File: config.mk
export PLATFORM = sky130hd
export DESIGN_NAME = base64_line_wrapped_encoder_core
export DESIGN_NICKNAME = d
export VERILOG_FILES = /design/src/rtl/b64lw_pkg.sv /design/src/rtl/base64_line_wrapped_encoder_core.sv /design/src/rtl/b64lw_front.sv /design/src/rtl/b64lw_queue.sv /design/src/rtl/b64lw_back.sv
export SDC_FILE = /design/constraint.sdc
export NUM_CORES = 1
export LEC_CHECK = 0
export BUFFER_PORTS_ARGS = -buffer_cell sky130_fd_sc_hd__buf_2
export CORE_MARGIN = 2
export CORE_UTILIZATION = 55
export DETAILED_ROUTE_END_ITERATION = 8
export GPL_TIMING_DRIVEN = 0
export PLACE_DENSITY = 0.78
export SYNTH_ARGS = -nofsm -noshare
export SYNTH_HDL_FRONTEND = slang
export SYNTH_HIERARCHICAL = 1
export SYNTH_SLANG_ARGS = --single-unit
File: constraint.sdc
create_clock -name i_clk -period 3.2 [get_ports i_clk]
set_clock_uncertainty 0.15 [all_clocks]
set_input_delay 0.16 -clock i_clk [delete_from_list [all_inputs] [get_ports i_clk]]
set_output_delay 0.16 -clock i_clk [all_outputs]
set_load 0.1 [all_outputs]
File: src/rtl/b64lw_pkg.sv
package b64lw_pkg;

    // Field widths of the external payload.
    localparam int unsigned ByteW = 8;
    localparam int unsigned CodeW = 6;

    // Reset value of the line length register and floor of the line length in use.
    localparam logic [ByteW-1:0] LineLengthReset = 8'd76;
    localparam logic [ByteW-1:0] LineLengthMin   = 8'd4;

    // Depth of the symbol queue between front and back.
    localparam int unsigned QueueDepth = 4;
    localparam int unsigned QueuePtrW  = $clog2(QueueDepth);

    // Fixed output characters.
    localparam logic [ByteW-1:0] CharCr  = 8'h0d;
    localparam logic [ByteW-1:0] CharLf  = 8'h0a;
    localparam logic [ByteW-1:0] CharPad = 8'h3d;

    // Input transaction.
    typedef struct packed {
        logic [ByteW-1:0] data_byte;
        logic             last_byte;
    } t_in_item;

    // Output transaction.
    typedef struct packed {
        logic [ByteW-1:0] out_char;
        logic             last_char;
        logic             end_of_message;
    } t_out_item;

    // One symbol handed from the front to the back: a 6-bit group or a pad.
    typedef struct packed {
        logic [CodeW-1:0] code;
        logic             pad;
        logic             item_end;
        logic             msg_end;
    } t_sym;

    // Standard Base64 alphabet.
    function automatic logic [ByteW-1:0] b64_char(input logic [CodeW-1:0] code);
        logic [ByteW-1:0] c;
        c = {2'b00, code};
        if (code < 6'd26) begin
            b64_char = 8'h41 + c;
        end else if (code < 6'd52) begin
            b64_char = 8'h61 + c - 8'd26;
        end else if (code < 6'd62) begin
            b64_char = 8'h30 + c - 8'd52;
        end else if (code == 6'd62) begin
            b64_char = 8'h2b;
        end else begin
            b64_char = 8'h2f;
        end
    endfunction

endpackage

File: src/rtl/base64_line_wrapped_encoder_core.sv
// A byte is registered in the front's bit store, its symbols pass through the symbol
// queue, and each character is registered in the output register.
// Throughput: one output character per cycle at the output register while the consumer
// pops, CR and LF included; the front splits a byte into one to four symbols at one per
// cycle while the symbol queue has room.
// Reset (synchronous, active low) empties the queue and output, clears the encoder
// control state (not the data stores) and sets the line length to 76.
module base64_line_wrapped_encoder_core (
    input  logic                 i_clk,
    input  logic                 i_rst_n,
    input  logic                 push,
    output logic                 full,
    input  b64lw_pkg::t_in_item  i_data,
    output logic                 empty,
    input  logic                 pop,
    output b64lw_pkg::t_out_item o_data,
    input  logic                 i_cfg_we,
    input  logic [7:0]           i_cfg_data
);

    logic [7:0]      r_line_len;
    logic            sym_push;
    b64lw_pkg::t_sym sym_in;
    b64lw_pkg::t_sym sym_out;
    logic            q_full;
    logic            q_empty;
    logic            q_pop;

    // Line length register.
    always_ff @(posedge i_clk) begin
        if (!i_rst_n) begin
            r_line_len <= b64lw_pkg::LineLengthReset;
        end else if (i_cfg_we) begin
            r_line_len <= i_cfg_data;
        end
    end

    b64lw_front u_front (
        .i_clk      (i_clk),
        .i_rst_n    (i_rst_n),
        .i_push     (push),
        .o_full     (full),
        .i_item     (i_data),
        .i_q_full   (q_full),
        .o_sym_push (sym_push),
        .o_sym      (sym_in)
    );

    b64lw_queue u_queue (
        .i_clk   (i_clk),
        .i_rst_n (i_rst_n),
        .i_push  (sym_push),
        .i_sym   (sym_in),
        .o_full  (q_full),
        .i_pop   (q_pop),
        .o_empty (q_empty),
        .o_sym   (sym_out)
    );

    b64lw_back u_back (
        .i_clk         (i_clk),
        .i_rst_n       (i_rst_n),
        .i_line_length (r_line_len),
        .i_q_empty     (q_empty),
        .i_sym         (sym_out),
        .o_q_pop       (q_pop),
        .o_empty       (empty),
        .i_pop         (pop),
        .o_item        (o_data)
    );

endmodule

File: src/rtl/b64lw_front.sv
module b64lw_front (
    input  logic                i_clk,
    input  logic                i_rst_n,
    input  logic                i_push,
    output logic                o_full,
    input  b64lw_pkg::t_in_item i_item,
    input  logic                i_q_full,
    output logic                o_sym_push,
    output b64lw_pkg::t_sym     o_sym
);

    // Bit store: leftover bits sit in the low end, the new byte is shifted in.
    logic        r_busy;
    logic [11:0] r_store;
    logic [3:0]  r_bits;
    logic [1:0]  r_phase;
    logic        r_last;

    logic        has_data;
    logic        flush;
    logic [3:0]  shift;
    logic [11:0] shifted;
    logic [5:0]  code;
    logic [3:0]  n_bits;
    logic [1:0]  n_phase;
    logic        final_sym;
    logic        accept;
    logic [3:0]  base_bits;
    logic [1:0]  base_phase;

    // Pick the next symbol: a full group, the zero-filled leftover, or a pad.
    always_comb begin
        has_data = (r_bits >= 4'd6);
        flush    = r_last && !has_data && (r_bits != 4'd0);
        shift    = r_bits - 4'd6;
        shifted  = r_store >> shift;
        if (has_data) begin
            code   = shifted[5:0];
            n_bits = r_bits - 4'd6;
        end else if (flush) begin
            code   = (r_bits == 4'd4) ? {r_store[3:0], 2'b00} : {r_store[1:0], 4'b0000};
            n_bits = 4'd0;
        end else begin
            code   = 6'd0;
            n_bits = r_bits;
        end
        n_phase   = r_phase + 2'd1;
        final_sym = (n_bits < 4'd6) && (!r_last || (n_bits == 4'd0 && n_phase == 2'd0));
    end

    // Queue side: one symbol per cycle while the queue has room.
    assign o_sym_push     = r_busy && !i_q_full;
    assign o_sym.code     = code;
    assign o_sym.pad      = !has_data && !flush;
    assign o_sym.item_end = final_sym;
    assign o_sym.msg_end  = final_sym && r_last;

    // A new transaction is taken when idle or as the last symbol leaves.
    assign o_full     = r_busy && !(o_sym_push && final_sym);
    assign accept     = i_push && !o_full;
    assign base_bits  = o_sym_push ? n_bits : r_bits;
    assign base_phase = o_sym_push ? n_phase : r_phase;

    always_ff @(posedge i_clk) begin
        if (!i_rst_n) begin
            r_busy  <= 1'b0;
            r_bits  <= 4'd0;
            r_phase <= 2'd0;
            r_last  <= 1'b0;
        end else begin
            if (accept) begin
                r_busy  <= 1'b1;
                r_store <= {r_store[3:0], i_item.data_byte};
                r_bits  <= base_bits + 4'd8;
                r_phase <= base_phase;
                r_last  <= i_item.last_byte;
            end else if (o_sym_push) begin
                r_busy  <= !final_sym;
                r_bits  <= n_bits;
                r_phase <= n_phase;
            end
        end
    end

endmodule

File: src/rtl/b64lw_queue.sv
module b64lw_queue (
    input  logic            i_clk,
    input  logic            i_rst_n,
    input  logic            i_push,
    input  b64lw_pkg::t_sym i_sym,
    output logic            o_full,
    input  logic            i_pop,
    output logic            o_empty,
    output b64lw_pkg::t_sym o_sym
);

    localparam int unsigned PtrW = b64lw_pkg::QueuePtrW;
    localparam int unsigned CntW = b64lw_pkg::QueuePtrW + 1;

    b64lw_pkg::t_sym r_mem [b64lw_pkg::QueueDepth];
    logic [PtrW-1:0] r_wr_ptr;
    logic [PtrW-1:0] r_rd_ptr;
    logic [CntW-1:0] r_count;

    logic do_push;
    logic do_pop;

    assign o_full  = (r_count == CntW'(b64lw_pkg::QueueDepth));
    assign o_empty = (r_count == '0);
    assign do_push = i_push && !o_full;
    assign do_pop  = i_pop && !o_empty;
    assign o_sym   = r_mem[r_rd_ptr];

    // Storage needs no reset; only pointers and count are cleared.
    always_ff @(posedge i_clk) begin
        if (do_push) begin
            r_mem[r_wr_ptr] <= i_sym;
        end
    end

    always_ff @(posedge i_clk) begin
        if (!i_rst_n) begin
            r_wr_ptr <= '0;
            r_rd_ptr <= '0;
            r_count  <= '0;
        end else begin
            if (do_push) begin
                r_wr_ptr <= r_wr_ptr + PtrW'(1);
            end
            if (do_pop) begin
                r_rd_ptr <= r_rd_ptr + PtrW'(1);
            end
            if (do_push && !do_pop) begin
                r_count <= r_count + CntW'(1);
            end else if (do_pop && !do_push) begin
                r_count <= r_count - CntW'(1);
            end
        end
    end

endmodule

File: src/rtl/b64lw_back.sv
module b64lw_back (
    input  logic                 i_clk,
    input  logic                 i_rst_n,
    input  logic [7:0]           i_line_length,
    input  logic                 i_q_empty,
    input  b64lw_pkg::t_sym      i_sym,
    output logic                 o_q_pop,
    output logic                 o_empty,
    input  logic                 i_pop,
    output b64lw_pkg::t_out_item o_item
);

    typedef enum logic [1:0] {
        S_CHAR,
        S_CR,
        S_LF
    } t_state;

    t_state               r_state,     n_state;
    logic [7:0]           r_column,    n_column;
    logic                 r_valid,     n_valid;
    b64lw_pkg::t_out_item r_out,       n_out;
    logic                 r_pend_last, n_pend_last;
    logic                 r_pend_eom,  n_pend_eom;

    logic       load_ok;
    logic [7:0] limit;
    logic [7:0] col_inc;
    logic       wrap;

    // The output register can take a new character when empty or being drained.
    assign load_ok = !r_valid || i_pop;
    assign limit   = (i_line_length < b64lw_pkg::LineLengthMin) ?
                     b64lw_pkg::LineLengthMin : i_line_length;
    assign col_inc = r_column + 8'd1;
    assign wrap    = (col_inc >= limit);
    assign o_q_pop = (r_state == S_CHAR) && !i_q_empty && load_ok;
    assign o_empty = !r_valid;
    assign o_item  = r_out;

    // Emit one character per cycle while the output register can take it; a full line is followed by CR and LF.
    always_comb begin
        n_state     = r_state;
        n_column    = r_column;
        n_out       = r_out;
        n_pend_last = r_pend_last;
        n_pend_eom  = r_pend_eom;
        n_valid     = r_valid && !i_pop;
        unique case (r_state)
            S_CHAR: begin
                if (o_q_pop) begin
                    n_valid              = 1'b1;
                    n_out.out_char       = i_sym.pad ? b64lw_pkg::CharPad :
                                           b64lw_pkg::b64_char(i_sym.code);
                    n_out.last_char      = i_sym.item_end && !wrap;
                    n_out.end_of_message = i_sym.msg_end && !wrap;
                    n_pend_last          = i_sym.item_end;
                    n_pend_eom           = i_sym.msg_end;
                    n_column             = (wrap || i_sym.msg_end) ? 8'd0 : col_inc;
                    n_state              = wrap ? S_CR : S_CHAR;
                end
            end
            S_CR: begin
                if (load_ok) begin
                    n_valid              = 1'b1;
                    n_out.out_char       = b64lw_pkg::CharCr;
                    n_out.last_char      = 1'b0;
                    n_out.end_of_message = 1'b0;
                    n_state              = S_LF;
                end
            end
            S_LF: begin
                if (load_ok) begin
                    n_valid              = 1'b1;
                    n_out.out_char       = b64lw_pkg::CharLf;
                    n_out.last_char      = r_pend_last;
                    n_out.end_of_message = r_pend_eom;
                    n_state              = S_CHAR;
                end
            end
            default: begin
                n_state = S_CHAR;
            end
        endcase
    end

    always_ff @(posedge i_clk) begin
        if (!i_rst_n) begin
            r_state     <= S_CHAR;
            r_column    <= 8'd0;
            r_valid     <= 1'b0;
            r_pend_last <= 1'b0;
            r_pend_eom  <= 1'b0;
        end else begin
            r_state     <= n_state;
            r_column    <= n_column;
            r_valid     <= n_valid;
            r_pend_last <= n_pend_last;
            r_pend_eom  <= n_pend_eom;
        end
        r_out <= n_out;
    end

endmodule
==> results by group <==
Critical path
  • Crit-path slowest cell: mux4_2
  • Slowest stage delay, CP: 0.67 ns
  • Startpoint type of the worst setup path: register
  • CP Capture Type: register
  • Worst path required time: 3.24 ns
  • Worst Path Arrival: 3.02 ns
  • Critical-path cell list: buf_2 > mux4_2 > ha_1 > a21o_1 > a21oi_1 > buf_4 > and2b_1 > a21oi_1 > o32ai_2
  • Crit path top cell by count: a21oi_1
  • Maximum net fanout on the critical path: 10
  • Crit Path Class: register to register

Die
  • Chip height: 101 um
  • Die X: 101 um
  • Core region area: 9150 um2
  • Die area: 10100 um2
  • Initial Util: 56.1%
  • Cell row count: 35
  • Ports: 34

Layout
  • # nets final: 573
  • # fillers: 663
  • Final core occ: 65.2%
  • Area Growth Syn to Fin: 16.3%
  • Share of post-route cells with drive strength above 1: 19.2%
  • ANT cells: 0

Synthesis
  • Synthesized area per cell: 11.5 um2
  • Area leader, netlist: edfxtp_1
  • Synth area leaders: edfxtp_1, dfxtp_1, mux4_2
  • Cell with the most instances after synthesis: edfxtp_1
  • EDFF count, synth: 58
  • Cells after Synth: 448
  • Top FF cell, synth: edfxtp_1
  • Post-Syn Area: 5130 um2
  • Synth top cells by count: edfxtp_1, nand2_1, dfxtp_1
  • Post-synth top area share: 33.9%
  • Syn_nets: 496
  • Sequential-to-total area share from yosys stat: 48.7%
  • Synth warn: 6
  • Unique cell type count in the Yosys netlist: 71
  • Seq cells post-synth: 96
  • Post-synth ARST share: 0%

STA
  • Count of final setup violators: 0
  • Fin Setup TNS: 0 ns
  • Slew HR: 51.2%
  • Slew @ Worst Pin: 0.729 ns
  • Crit path time final: 2.98 ns
  • Upper clock frequency limit: 0.336 GHz
  • Final hold vios: 0
  • Final worst path period share: 93.0%
  • RSZ-0062 raised after global routing: false
  • Final WS setup: 0.223 ns
  • Pins over their slew limit: 0

Placement
  • Dpl ws: 0.0103 ns
  • I/O Buffers: 32
  • Final GP Congestion: 0.864
  • HPWL after DPL: 6650 um

Pwr
  • Tot Pwr: 4330 uW
  • Pwr/cell area: 725 nW/um2
  • Worst vdd ir: 447 uV
  • P_leak: 0.00223 uW

Global routing
  • First-pass GRT wire length: 16900 um
  • Pin count of the biggest net entering global routing: 17
  • GRT Total Usage: 21.3%
  • Initial antenna violation count: 0
  • Overflow after GRT: 0
  • Vias in the first global route: 3683

Detailed routing
  • Pre-antenna DRT Iters: 4
  • Drt wl/cell: 15.7 um
  • Drt via density: 5.78
  • Antenna viol nets, final: 0
  • DRT iter0 DRCs: 168
  • Total number of vias: 3703
  • Routed WL: 10000 um
  • DRC viols: 0

CTS
  • CTS Root Cell: clkbuf_8
  • Clk buf depth: 2
  • CTS Sinks: 96
  • Clk Latency, worst-skew pair: 0.36 ns
  • H-tree Lvls: 3
  • Clk slew on worst S/H paths: 0.10 ns
  • CTS tree: yes
  • CTS Buf Count: 9

Run
  • Max-Cap Viols: 0

Outcome
  • Outcome: completed

Worst hold path
  • Class of the worst hold path: primary input to register
[layout by cell type, fill, tap and decap left out, drive strengths merged, types with 3 or more instances in the layout]
master / Yosys / layout
a211oi: 4 / 4
a21boi: 9 / 9
a21oi: 17 / 17
a22oi: 6 / 6
a31oi: 6 / 6
and2: 10 / 10
buf: 14 / 49
clkbuf: 5 / 14
clkinvlp: 0 / 5
dfxtp: 38 / 38
dlygate4sd3: 0 / 31
edfxtp: 58 / 58
ha: 25 / 25
inv: 21 / 22
mux2i: 26 / 26
mux4: 15 / 15
nand2: 53 / 53
nand2b: 3 / 3
nand3: 21 / 21
nor2: 13 / 13
nor2b: 16 / 16
nor3: 10 / 10
o21a: 3 / 3
o21ai: 20 / 20
o221ai: 3 / 3
or2: 3 / 3
xnor2: 10 / 10
xor2: 3 / 3
[area by class of cell]
class	count	area (um2)	area share, %
flip-flops and latches	96	2500	41.9
multi-input cells	310	2440	40.9
repair buffers	66	493	8.25
well taps	111	139	2.33
clock buffers	9	124	2.07
plain buffers	19	113	1.89
inverters	23	90.1	1.51
clock inverters	7	71.3	1.19
[flip-flops by register name, summed over array words and instances (netlist names), 3 cells and up, named ones only]
signal	count
u_queue/r_mem	36
r_line_len	8
u_back/o_item	10
u_front/r_bits	4
u_back/r_column	8
u_queue/r_count	3
u_front/r_store	12
[report_power, final]
part / internal (uW) / total [uW] / switching [uW]
Sequential: 1550 / 1660 / 110
Clock: 360 / 792 / 431
Combinational: 626 / 1870 / 1250
[path summary, 6_finish.rpt]
kind / start / end / slack [ns] / depth (start not counted)
min reg2reg: u_front/r_phase[1] / u_front/r_phase[1] / 0.33 / 2
max: register / u_back/o_item[4] / 0.22 / 9
min: i_rst_n / r_line_len[5] / 0.02 / 2
max reg2reg: register / u_back/o_item[4] / 0.22 / 9
[worst max-delay path: cells and delay by family, from the launching register on]
kind / cells / cell delay, ns
flip-flops: 1 / 0.32
multiplexers: 1 / 0.67
AO/OA/AOI/OAI: 4 / 0.69
adder cells (fa/ha/maj): 1 / 0.27
buffers and inverters: 2 / 0.54
AND/OR/NAND/NOR: 1 / 0.17
[cells by family after synthesis]
logic type                 synth area share (%)
buffers and inverters                      3.88
adders and majority gates                  6.48
xor gates and xnor gates                   2.22
DFF                                        48.7
and+or+nand+nor                            14.1
AOI/OAI and AO/OA                          12.7
muxes                                      11.9
[per-stage QoR]
step / hold slack, ns / instance area [um2] / instances
2_1_floorplan: 0.0719 / 5130 / 448
3_3_place_gp: 0.186 / 5430 / 591
3_5_place_dp: 0.188 / 5430 / 591
4_1_cts: 0.00727 / 5940 / 638
5_1_grt: 0.0109 / 5970 / 641
6_report: 0.0184 / 5970 / 641
[repair_timing]
| action | CTS | global route |
|---|---|---|
| gates cloned | 0 | 0 |
| endpoints found under the setup margin | 1 | 4 |
| buffers inserted | 0 | 3 |
| resized for setup | 1 | 2 |
| endpoints found under the hold margin | 19 | 0 |
| pin swaps | 0 | 1 |
| hold buffers | 31 | 0 |
[per-layer routing]
metal	part of all wire, %	vias up	track usage [%]
met1	44	1789	25.4
li1	-	1804	-
met2	50	82	36.9
met4	3.0	0	9.48
met5	0	-	0
met3	2.8	28	4.51
Power figures use the tool's default switching activity.
